$ cat config.mk
export PLATFORM = sky130hd
export DESIGN_NAME = cobs_frame_receiver_top
export DESIGN_NICKNAME = d
export VERILOG_FILES = /design/src/design/cfr_pkg.sv /design/src/design/cfr_raw_buf.sv /design/src/design/cfr_unstuff.sv /design/src/design/cfr_emit.sv /design/src/design/cobs_frame_receiver_top.sv
export SDC_FILE = /design/constraint.sdc
export NUM_CORES = 1
export LEC_CHECK = 0
export BUFFER_PORTS_ARGS = -buffer_cell sky130_fd_sc_hd__buf_2
export CAP_MARGIN = 10
export CORE_MARGIN = 8
export CORE_UTILIZATION = 40
export CTS_CLUSTER_SIZE = 28
export DETAILED_ROUTE_END_ITERATION = 16
export GPL_TIMING_DRIVEN = 0
export PLACE_DENSITY_LB_ADDON = 0.25
export SETUP_SLACK_MARGIN = 0.3
export SLEW_MARGIN = 20
export SYNTH_ARGS = -nofsm -noshare
export SYNTH_HDL_FRONTEND = slang
export SYNTH_SLANG_ARGS = --single-unit
$ cat constraint.sdc
create_clock -name clock -period 8.1 [get_ports clock]
set_input_delay 1.62 -clock clock [delete_from_list [all_inputs] [get_ports clock]]
set_output_delay 1.62 -clock clock [all_outputs]
set_load 0.005 [all_outputs]
$ cat src/design/cfr_pkg.sv
// Shared types and constants for the COBS frame receiver.
// No dependencies; every other file of the block imports this package.
package cfr_pkg;

   localparam int BYTE_W = 8;
   localparam int LEN_W  = 6;

   localparam logic [BYTE_W-1:0] DELIM       = 8'h00;
   localparam logic [BYTE_W-1:0] CODE_NOZERO = 8'hFF;
   localparam logic [BYTE_W-1:0] ZERO_BYTE   = 8'h00;

   typedef enum logic {
      UNS_IDLE,
      UNS_RUN
   } uns_state_type;

   typedef enum logic {
      EMT_IDLE,
      EMT_RUN
   } emit_state_type;

   typedef struct packed {
      logic busy;
      logic done;
      logic keep;
   } uns_status_type;

   typedef struct packed {
      logic valid;
      logic first;
      logic last;
      logic empty;
   } emit_tag_type;

endpackage

$ cat src/design/cfr_raw_buf.sv
// Raw frame buffer: one-port-write, one-port-read byte memory, fill count and
// discard flag. Depends on cfr_pkg.
module cfr_raw_buf import cfr_pkg::*; #(
   parameter int RAW_MAX = 66,
   localparam int RAW_AW = $clog2(RAW_MAX),
   localparam int RCW    = $clog2(RAW_MAX + 1)
) (
   input  logic              clock,
   input  logic              reset,
   input  logic              accept,
   input  logic [BYTE_W-1:0] rx_byte,
   input  logic              rd_en,
   input  logic [RAW_AW-1:0] rd_addr,
   output logic [BYTE_W-1:0] rd_data,
   output logic              frame_go,
   output logic [RCW-1:0]    frame_len
);

   localparam logic [RCW-1:0] RAW_FULL = RCW'(RAW_MAX);

   logic [BYTE_W-1:0] mem_ff [RAW_MAX];
   logic [BYTE_W-1:0] rd_data_ff;
   logic [RCW-1:0]    count_ff, count_in;
   logic              discard_ff, discard_in;
   logic              wr_en;

   always_comb begin
      count_in   = count_ff;
      discard_in = discard_ff;
      wr_en      = 1'b0;
      frame_go   = 1'b0;
      if (accept) begin
         if (rx_byte != DELIM) begin
            if (!discard_ff) begin
               if (count_ff != RAW_FULL) begin
                  wr_en    = 1'b1;
                  count_in = count_ff + RCW'(1);
               end else begin
                  // overflow: drop the frame up to the next delimiter
                  discard_in = 1'b1;
                  count_in   = '0;
               end
            end
         end else begin
            count_in   = '0;
            discard_in = 1'b0;
            frame_go   = !discard_ff && (count_ff != '0);
         end
      end
   end

   assign frame_len = count_ff;
   assign rd_data   = rd_data_ff;

   always_ff @(posedge clock) begin
      if (reset) begin
         count_ff   <= '0;
         discard_ff <= 1'b0;
      end else begin
         count_ff   <= count_in;
         discard_ff <= discard_in;
      end
   end

   always_ff @(posedge clock) begin
      if (wr_en) begin
         mem_ff[count_ff[RAW_AW-1:0]] <= rx_byte;
      end
      if (rd_en) begin
         rd_data_ff <= mem_ff[rd_addr];
      end
   end

endmodule

$ cat src/design/cfr_unstuff.sv
// COBS unstuffing sequencer: streams the raw buffer out one byte a cycle and
// produces decoded write beats. Depends on cfr_pkg.
module cfr_unstuff import cfr_pkg::*; #(
   parameter int RAW_MAX = 66,
   parameter int DEC_MAX = 64,
   localparam int RAW_AW = $clog2(RAW_MAX),
   localparam int RCW    = $clog2(RAW_MAX + 1),
   localparam int DEC_AW = $clog2(DEC_MAX),
   localparam int DCW    = $clog2(DEC_MAX + 1)
) (
   input  logic              clock,
   input  logic              reset,
   input  logic              frame_go,
   input  logic [RCW-1:0]    frame_len,
   output logic              raw_rd_en,
   output logic [RAW_AW-1:0] raw_rd_addr,
   input  logic [BYTE_W-1:0] raw_rd_data,
   output logic              dec_we,
   output logic [DEC_AW-1:0] dec_wr_addr,
   output logic [BYTE_W-1:0] dec_wr_data,
   output logic [DCW-1:0]    dec_len,
   output uns_status_type    status
);

   localparam logic [DCW-1:0] DEC_FULL = DCW'(DEC_MAX);

   uns_state_type     state_ff, state_in;
   logic [RCW-1:0]    len_ff, len_in;
   logic [RCW-1:0]    si_ff, si_in;
   logic              pend_ff, pend_in;
   logic [BYTE_W-1:0] rem_ff, rem_in;
   logic              ins_ff, ins_in;
   logic [DCW-1:0]    di_ff, di_in;
   logic              ovf_ff, ovf_in;
   logic              done_ff, done_in;
   logic              put_beat;

   always_comb begin
      state_in    = state_ff;
      len_in      = len_ff;
      si_in       = si_ff;
      pend_in     = 1'b0;
      rem_in      = rem_ff;
      ins_in      = ins_ff;
      di_in       = di_ff;
      ovf_in      = ovf_ff;
      done_in     = 1'b0;
      raw_rd_en   = 1'b0;
      raw_rd_addr = si_ff[RAW_AW-1:0];
      put_beat    = 1'b0;
      dec_wr_data = raw_rd_data;
      dec_we      = 1'b0;
      unique case (state_ff)
         UNS_IDLE: begin
            if (frame_go) begin
               state_in = UNS_RUN;
               len_in   = frame_len;
               si_in    = '0;
               rem_in   = '0;
               ins_in   = 1'b0;
               di_in    = '0;
               ovf_in   = 1'b0;
            end
         end
         UNS_RUN: begin
            if (si_ff < len_ff) begin
               raw_rd_en = 1'b1;
               si_in     = si_ff + RCW'(1);
               pend_in   = 1'b1;
            end
            if (pend_ff) begin
               if (rem_ff == '0) begin
                  // code byte: close the previous group with a zero if it asks for one
                  rem_in      = raw_rd_data - 8'd1;
                  ins_in      = (raw_rd_data != CODE_NOZERO);
                  put_beat    = ins_ff;
                  dec_wr_data = ZERO_BYTE;
               end else begin
                  rem_in   = rem_ff - 8'd1;
                  put_beat = 1'b1;
               end
            end
            if (put_beat) begin
               if (di_ff == DEC_FULL || ovf_ff) begin
                  ovf_in = 1'b1;
               end else begin
                  dec_we = 1'b1;
                  di_in  = di_ff + DCW'(1);
               end
            end
            if (!pend_ff && (si_ff == len_ff)) begin
               state_in = UNS_IDLE;
               done_in  = 1'b1;
            end
         end
      endcase
   end

   assign dec_wr_addr = di_ff[DEC_AW-1:0];
   assign dec_len     = di_ff;
   assign status.busy = (state_ff == UNS_RUN) || done_ff;
   assign status.done = done_ff;
   assign status.keep = !ovf_ff && (di_ff != '0);

   always_ff @(posedge clock) begin
      if (reset) begin
         state_ff <= UNS_IDLE;
         pend_ff  <= 1'b0;
         done_ff  <= 1'b0;
      end else begin
         state_ff <= state_in;
         pend_ff  <= pend_in;
         done_ff  <= done_in;
      end
   end

   always_ff @(posedge clock) begin
      len_ff <= len_in;
      si_ff  <= si_in;
      rem_ff <= rem_in;
      ins_ff <= ins_in;
      di_ff  <= di_in;
      ovf_ff <= ovf_in;
   end

endmodule

$ cat src/design/cfr_emit.sv
// Decoded frame store and result sequencer: holds the decoded bytes and plays
// them out as type plus payload beats. Depends on cfr_pkg.
module cfr_emit import cfr_pkg::*; #(
   parameter int DEC_MAX = 64,
   localparam int DEC_AW = $clog2(DEC_MAX),
   localparam int DCW    = $clog2(DEC_MAX + 1)
) (
   input  logic              clock,
   input  logic              reset,
   input  logic              dec_we,
   input  logic [DEC_AW-1:0] dec_wr_addr,
   input  logic [BYTE_W-1:0] dec_wr_data,
   input  logic              go,
   input  logic [DCW-1:0]    dlen,
   output logic              busy,
   output logic              rsp_valid,
   output logic [BYTE_W-1:0] rsp_pkt_type,
   output logic [BYTE_W-1:0] rsp_data_byte,
   output logic              rsp_data_valid,
   output logic [LEN_W-1:0]  rsp_payload_len,
   output logic              rsp_last
);

   logic [BYTE_W-1:0] mem_ff [DEC_MAX];
   logic [BYTE_W-1:0] rd_data_ff;
   logic [BYTE_W-1:0] type_ff;
   emit_state_type    state_ff, state_in;
   logic [DCW-1:0]    idx_ff, idx_in;
   logic [DCW-1:0]    plen_ff, plen_in;
   emit_tag_type      tag_ff, tag_in;
   logic              rd_en;

   always_comb begin
      state_in = state_ff;
      idx_in   = idx_ff;
      plen_in  = plen_ff;
      tag_in   = '0;
      rd_en    = 1'b0;
      unique case (state_ff)
         EMT_IDLE: begin
            if (go) begin
               state_in = EMT_RUN;
               plen_in  = dlen - DCW'(1);
               idx_in   = '0;
            end
         end
         EMT_RUN: begin
            // entry zero is the type byte; entries one to plen are payload
            rd_en        = 1'b1;
            tag_in.valid = 1'b1;
            tag_in.first = (idx_ff == '0);
            tag_in.last  = (idx_ff == plen_ff);
            tag_in.empty = (plen_ff == '0);
            idx_in       = idx_ff + DCW'(1);
            if (idx_ff == plen_ff) begin
               state_in = EMT_IDLE;
            end
         end
      endcase
   end

   assign busy            = (state_ff == EMT_RUN);
   assign rsp_valid       = tag_ff.valid && (!tag_ff.first || tag_ff.empty);
   assign rsp_pkt_type    = tag_ff.first ? rd_data_ff : type_ff;
   assign rsp_data_byte   = tag_ff.empty ? ZERO_BYTE : rd_data_ff;
   assign rsp_data_valid  = !tag_ff.empty;
   assign rsp_payload_len = LEN_W'(plen_ff);
   assign rsp_last        = tag_ff.last;

   always_ff @(posedge clock) begin
      if (reset) begin
         state_ff <= EMT_IDLE;
         tag_ff   <= '0;
      end else begin
         state_ff <= state_in;
         tag_ff   <= tag_in;
      end
   end

   always_ff @(posedge clock) begin
      idx_ff  <= idx_in;
      plen_ff <= plen_in;
      if (tag_ff.valid && tag_ff.first) begin
         type_ff <= rd_data_ff;
      end
   end

   always_ff @(posedge clock) begin
      if (dec_we) begin
         mem_ff[dec_wr_addr] <= dec_wr_data;
      end
      if (rd_en) begin
         rd_data_ff <= mem_ff[idx_ff[DEC_AW-1:0]];
      end
   end

endmodule

$ cat src/design/cobs_frame_receiver_top.sv
// COBS frame receiver top level: wires raw buffer, unstuffer and emitter.
// Depends on cfr_pkg, cfr_raw_buf, cfr_unstuff and cfr_emit.
//
// A nonzero link byte is taken and buffered; busy stays low.
// A 0x00 delimiter that closes a buffered frame of len raw bytes raises busy
// while the unstuffer reads the raw memory one byte a cycle and then while
// the emitter reads the decoded memory one entry a cycle. The emitter gives
// one result per payload byte, or a single beat with rsp_data_valid low for
// a type-only frame, with rsp_valid high for one cycle each. Results
// cannot be held off: the receiver must take every beat as it appears. A
// dropped, empty or oversized frame gives no result beat.
module cobs_frame_receiver_top import cfr_pkg::*; #(
   parameter int DEC_MAX = 64,
   parameter int RAW_MAX = 66
) (
   input  logic              clock,
   input  logic              reset,
   input  logic              start,
   output logic              busy,
   input  logic [BYTE_W-1:0] req_rx_byte,
   output logic              rsp_valid,
   output logic [BYTE_W-1:0] rsp_pkt_type,
   output logic [BYTE_W-1:0] rsp_data_byte,
   output logic              rsp_data_valid,
   output logic [LEN_W-1:0]  rsp_payload_len,
   output logic              rsp_last
);

   localparam int RAW_AW = $clog2(RAW_MAX);
   localparam int RCW    = $clog2(RAW_MAX + 1);
   localparam int DEC_AW = $clog2(DEC_MAX);
   localparam int DCW    = $clog2(DEC_MAX + 1);

   logic              accept;
   logic              raw_rd_en;
   logic [RAW_AW-1:0] raw_rd_addr;
   logic [BYTE_W-1:0] raw_rd_data;
   logic              frame_go;
   logic [RCW-1:0]    frame_len;
   logic              dec_we;
   logic [DEC_AW-1:0] dec_wr_addr;
   logic [BYTE_W-1:0] dec_wr_data;
   logic [DCW-1:0]    dec_len;
   uns_status_type    uns_status;
   logic              emit_busy;

   assign busy   = uns_status.busy || emit_busy;
   assign accept = start && !busy;

   cfr_raw_buf #(
      .RAW_MAX (RAW_MAX)
   ) u_raw_buf (
      .clock     (clock),
      .reset     (reset),
      .accept    (accept),
      .rx_byte   (req_rx_byte),
      .rd_en     (raw_rd_en),
      .rd_addr   (raw_rd_addr),
      .rd_data   (raw_rd_data),
      .frame_go  (frame_go),
      .frame_len (frame_len)
   );

   cfr_unstuff #(
      .RAW_MAX (RAW_MAX),
      .DEC_MAX (DEC_MAX)
   ) u_unstuff (
      .clock       (clock),
      .reset       (reset),
      .frame_go    (frame_go),
      .frame_len   (frame_len),
      .raw_rd_en   (raw_rd_en),
      .raw_rd_addr (raw_rd_addr),
      .raw_rd_data (raw_rd_data),
      .dec_we      (dec_we),
      .dec_wr_addr (dec_wr_addr),
      .dec_wr_data (dec_wr_data),
      .dec_len     (dec_len),
      .status      (uns_status)
   );

   cfr_emit #(
      .DEC_MAX (DEC_MAX)
   ) u_emit (
      .clock           (clock),
      .reset           (reset),
      .dec_we          (dec_we),
      .dec_wr_addr     (dec_wr_addr),
      .dec_wr_data     (dec_wr_data),
      .go              (uns_status.done && uns_status.keep),
      .dlen            (dec_len),
      .busy            (emit_busy),
      .rsp_valid       (rsp_valid),
      .rsp_pkt_type    (rsp_pkt_type),
      .rsp_data_byte   (rsp_data_byte),
      .rsp_data_valid  (rsp_data_valid),
      .rsp_payload_len (rsp_payload_len),
      .rsp_last        (rsp_last)
   );

endmodule

== Yosys cells after proc, flatten, opt, wreduce, memory -nomap -nowiden ==
Memories as Yosys holds them, arrays and structs flattened. A register that Yosys moved wholly into a read port is not among the register bits.
Cells that the tools add are included.

* Register bits: 69
* Word-level logic and storage cells: 135
* Output and inout bits: 26
* Memories: 2
* RAM bits: 1040

* Muxes and demuxes: 57
* Reduce and logical (&&, ||, !) cells: 33
* Bitwise gates (word level): 2
* Magnitude comparators: 1
* Add/subtract/negate cells: 7
* Equality and inequality tests: 14

{| class="wikitable"
|+ Memory list
! name !! words !! bits a word !! rd ports !! clocked after Yosys merged registers in !! write ports !! line !! text
|-
| u_raw_buf.mem_ff || 66 || 8 || 1 || 1 || 1 || cfr_raw_buf.sv:21 || <nowiki>logic [BYTE_W-1:0] mem_ff [RAW_MAX];</nowiki>
|-
| u_emit.mem_ff || 64 || 8 || 1 || 1 || 1 || cfr_emit.sv:24 || <nowiki>logic [BYTE_W-1:0] mem_ff [DEC_MAX];</nowiki>
|}

{| class="wikitable"
|+ Operators by type and width
! operator !! number
|-
| 8-bit 2-to-1 mux || 8
|-
| 7-bit 2-to-1 mux || 8
|-
| 7-bit one-hot mux with 2 select lines || 3
|-
| 1-bit 2-to-1 mux || 32
|-
| 7-bit by 1-bit adder with 7-bit output, second input constant || 4
|-
| 2-bit != test, second input constant || 8
|-
| 8-bit one-hot mux with 2 select lines || 1
|-
| 8-bit by 1-bit subtractor with 8-bit output, second input constant || 2
|-
| 7-bit == test || 2
|-
| 7-bit logical NOT || 2
|-
| 7-bit nonzero test || 2
|-
| 2-bit AND reduction || 5
|-
| 3-bit AND reduction || 3
|-
| 8-bit logical NOT || 1
|-
| 8-bit != test, second input constant || 1
|-
| 1-bit one-hot mux with 2 select lines || 4
|-
| 8-bit nonzero test || 1
|-
| 7-bit == test, second input constant || 1
|-
| 1-bit logical AND || 7
|-
| 7-bit less-than comparator || 1
|-
| 7-bit != test, second input constant || 1
|-
| 7-bit by 1-bit subtractor with 7-bit output, second input constant || 1
|-
| 1-bit logical NOT || 6
|-
| 1-bit logical OR || 4
|-
| 4 further kinds || 6
|}

== Longest topological paths before layout ==
* Word-level depth: 8
* Depth in mapped cells: 11

== By module ==
A second synthesis with hierarchy kept.

* Cell total of the unflattened synthesis: 2276
* Area total of the unflattened synthesis: 44813.0 um2

{| class="wikitable"
|+ By module, submodules not included
! module !! sequential area each (um2) !! cells each !! instances !! area each (um2)
|-
| cfr_emit || 16375.7 || 1062 || 1 || 21503.1
|-
| cfr_raw_buf || 16255.6 || 1018 || 1 || 21277.9
|-
| cfr_unstuff || 991.0 || 193 || 1 || 2011.9
|-
| cobs_frame_receiver_top || 0.0 || 3 || 1 || 20.0
|}

== Worst setup path after synthesis ==
No wires, ideal clock.

* Path kind: in2reg
* Start point: in req_rx_byte[0]
* End point: mem u_raw_buf.mem_ff[49][0] (enable)
* Path slack: 4792 ps
* Data required time: 7730 ps
* Cell stages on the path: 6
* Data arrival time: 2938 ps
* Setup time: 370 ps
* Cell sequence: nor4_1 > nand2_1 > nor4b_4 > and2b_4 > nand3_2 > nor2_1

* Word-level cells in the longest chain between the ends: 5

{| class="wikitable"
|+ RTL lines
! item !! line !! text
|-
| from (decl) || cobs_frame_receiver_top.sv:20 || <nowiki>input logic [BYTE_W-1:0] req_rx_byte,</nowiki>
|-
| 8-bit nonzero test || cfr_raw_buf.sv:33 || <nowiki>if (rx_byte != DELIM) begin</nowiki>
|-
| 1-bit 2-to-1 mux || cfr_raw_buf.sv:33 ||
|-
| 1-bit 2-to-1 mux || cfr_raw_buf.sv:32 || <nowiki>if (accept) begin</nowiki>
|-
| 1-bit 2-to-1 mux || cfr_raw_buf.sv:66 || <nowiki>if (wr_en) begin</nowiki>
|-
| 1-bit 2-to-1 mux (implied by the code) || cfr_raw_buf.sv:67 || <nowiki>mem_ff[count_ff[RAW_AW-1:0]] <= rx_byte;</nowiki>
|-
| to (decl) || cfr_raw_buf.sv:21 ||
|}

Every way passes these cells.

== Worst setup path in the final report ==
* Start point: in req_rx_byte[5]
* End point: mem u_raw_buf.mem_ff[22][0] (enable)

Same word-level chain as after synthesis.

==> summary.txt <==
Status
  – Status: finished, final reports clean

Global routing
  – GRT Residual Overflow: 0
  – GRT Resource Usage Total: 17.57%
  – Initial antenna violation count: 0
  – First-pass GRT wire length: 158.3 mm
  – Largest net degree at the start of global routing: 68
  – Vias in the first global route: 22.83k

Critical path
  – Buffers plus inverters on the worst setup path: 1
  – Crit-path cells: buf_4, nor4_1, nand2_1, nor4b_4, nand4_1, nor2_1
  – Reg2Reg Depth: 5
  – Critical Path Start: req_rx_byte[5]
  – WP data required: 8.39 ns
  – Critical path type: in2reg
  – Worst path arrival time: 5.15 ns
  – Crit path max fanout: 67
  – CP peak stage delay: 1.10 ns
  – R2R Setup Slk: 3.64 ns
  – Worst flop-to-flop path startpoint: u_emit.busy$_SDFF_PP0_
  – Crit. End Element: register
  – Cell family with most CP delay: simple AND/OR/NAND/NOR gates
  – R2r endpoint: u_raw_buf.mem_ff[22][0]$_DFFE_PP_
  – CP max stage cell: nor2_1
  – CP startpoint kind: primary input

Layout
  – Inserted Diodes: 0
  – Post-layout util: 45.52%
  – Nets: 2,452
  – Final non-filler cell total: 3,995
  – Fin area: 50,380 µm²
  – Layout cells sized above 1: 21.54%
  – Syn-to-layout area delta: 12.88%
  – # fillers: 9,331

Clock tree
  – Post-CTS Setup Inserts: 0
  – CTS Hold Bufs: 0
  – Clk Latency, worst-skew pair: 0.68 ns
  – Post-cts resize count: 0
  – # clock sinks: 1,125
  – CTS tree: done
  – Reg clk slew, reported paths: 0.06 ns
  – Cts bufs inserted: 111
  – Clock Path Buffers: 3
  – Root Buffer: clkbuf_16
  – H-tree levels: 3

Yosys
  – Largest cells by area after synthesis: edfxtp_1 75%, mux4_2 12%, nor2_1 1.7%
  – Avg Inst Size Synth: 19.73 µm²
  – Ys flop type: edfxtp_1
  – Mapped Nets: 2,290
  – Mapped Area: 44,630 µm²
  – Distinct cells, synth: 73
  – Synth warn: 0
  – EDFF count, synth: 1,109
  – Post-synthesis sequential area ratio: 75.34%
  – Syn Inst Count: 2,262
  – Area leader, netlist: edfxtp_1
  – Asr flop ratio synth: 0%
  – Synth top area share: 74.62%
  – Synth top cells by count: 1,109 x edfxtp_1, 228 x mux4_2, 199 x nor2_1, 68 x nand2_1, 53 x a22oi_1
  – Number of synthesized register bits: 1,125
  – Top-count cell post-synth: edfxtp_1

Die
  – Std-Cell Rows: 122
  – Die H: 350.0 µm
  – Die area: 122,500 µm²
  – Boundary pin count: 37
  – Initial Utilization: 40.32%
  – Core area: 110,700 µm²
  – Die X: 350.0 µm

Routing
  – DR vias: 22.49k
  – Drt total wl: 109.1 mm
  – Routed vias/inst: 5.628
  – WL/cell: 27.30 µm
  – First-pass DRT Iterations: 6
  – Antenna viol nets, final: 0
  – Initial DRC count: 2,236
  – # DRC: 0

STA
  – Final hold vios: 0
  – Hold slack: 0.4389 ns
  – Final setup TNS: 0 ns
  – Worst-margin pin slew: 1.154 ns
  – Max Fclk: 206.2 MHz
  – Slew Limit Fails: 0
  – Rel. slew slack: 22.85%
  – Final period utilization: 59.88%
  – RSZ-0062 raised after global routing: false
  – Worst Skew: 0.02563 ns
  – Final setup viols: 0
  – Period minus WS final: 4.851 ns

Min path
  – Hold EP: u_unstuff.len_ff[4]$_DFFE_PP_
  – Worst hold path depth: 0
  – Hold Crit Class: reg2reg
  – Min-delay src: u_raw_buf.frame_len[4]$_SDFFE_PP0P_

Placement
  – IO Port Bufs: 36
  – GPL Wtd Cong: 0.8921
  – # placed instances: 3,799
  – DP HPWL: 71.20 mm
  – Post-DP Area: 47,020 µm²

Power and ir drop
  – Clk pwr share: 42.8%
  – Net Sw Frac: 19.30%
  – Pwr Density: 223.3 nW/µm²
  – Maximum VDD drop: 0.0001885 V
  – Internal power: 9.080 mW
  – P_sw: 2.171 mW
  – Sequential power share: 56.5%
  – Leakage power: 15.77 nW
  – Combinational share of power: 0.7%

Flow run
  – Max cap viols: 0
## how the worst max path moves through the flow
stage | end | slack [ns] | depth (start not counted)
2_1_floorplan | u_raw_buf.mem_ff[49][0]$_DFFE_PP_ | 4.79 | 6
3_3_place_gp | u_raw_buf.mem_ff[22][3]$_DFFE_PP_ | 2.32 | 6
3_5_place_dp | u_raw_buf.mem_ff[22][3]$_DFFE_PP_ | 2.63 | 6
4_1_cts | u_raw_buf.mem_ff[22][2]$_DFFE_PP_ | 3.37 | 6
5_1_grt | u_raw_buf.mem_ff[22][2]$_DFFE_PP_ | 3.12 | 6
6_report | u_raw_buf.mem_ff[22][0]$_DFFE_PP_ | 3.25 | 6
## metal layers
metal | vias up | share of wire [%] | track usage, %
met5 | - | 0 | 0
met1 | 11760 | 41 | 23.94
met4 | 0 | 3.2 | 5.484
met3 | 196 | 7.2 | 3.106
li1 | 9596 | - | -
met2 | 933 | 48 | 28.87
## power by group through the flow
stage | Clock [mW] | Sequential, mW | Combinational, mW
final | 4.82 | 6.35 | 0.0816
after detailed placement | 0 | 6.48 | 0.0816
after global placement | 0 | 6.48 | 0.0767
after CTS | 4.89 | 6.35 | 0.0816
after global routing | 5.10 | 6.35 | 0.0870
after floorplan | 0 | 6.48 | 0.0194
## stage by stage
step           power, mW  worst slack, ns
2_1_floorplan      6.495            4.792
3_3_place_gp       6.554            2.324
3_5_place_dp       6.559            2.634
4_1_cts            11.32            3.365
5_1_grt            11.54            3.125
6_report           11.25            3.249
## layout make-up
class	count	area, µm²	share of cell area [%]
plain buffers	121	695.7	1.381
clock buffers	150	3018	5.991
clock inverters	46	339.1	0.6731
inverters	23	86.33	0.1714
multi-input cells	993	10280	20.42
flip-flops and latches	1125	33620	66.74
well taps	1488	1862	3.696
repair buffers	49	467.9	0.9289
## cell usage in the layout, fill, tap and decap left out, drive strengths merged, types with 9 or more instances in the layout
master and n:
a22oi 53, buf 125, inv 25, xor2 16, xnor2 16, mux2i 43, mux2 24, nand4 15
ha 17, clkbuf 195, and2 13, nand2b 9, nor2b 40, a221oi 17, a211oi 18, nand3 30
clkinv 36, nor2 199, o21ai 17, dfxtp 16, nor3 14, o221ai 12, a22o 18, edfxtp 1109
nand2 70, mux4 239, a21oi 33
## state kept, by name (all words and copies together), names as in the netlist, 3 cells and up
register,count
u_unstuff.dec_len,7
u_raw_buf.rd_data,8
u_emit.plen_ff,7
u_raw_buf.frame_len,7
u_unstuff.rem_ff,8
u_raw_buf.mem_ff,528
u_emit.tag_ff,3
u_emit.mem_ff,512
u_emit.idx_ff,7
u_unstuff.len_ff,7
u_unstuff.raw_rd_addr,7
u_emit.rd_data_ff,8
u_emit.type_ff,8
## cell families (layout without fill, tap and decap cells)
| kind of cell | after synthesis | count (layout) | share of synthesized area (%) |
|---|---|---|---|
| buffers and inverters | 144 | 389 | 1.752 |
| and+or+nand+nor | 427 | 427 | 4.576 |
| DFF | 1125 | 1125 | 75.34 |
| xor gates and xnor gates | 32 | 32 | 0.6280 |
| AOI/OAI and AO/OA | 211 | 211 | 3.502 |
| adders and majority gates | 17 | 17 | 0.4766 |
| muxes | 306 | 306 | 13.72 |
No activity file was read; power rests on OpenSTA's default activity.
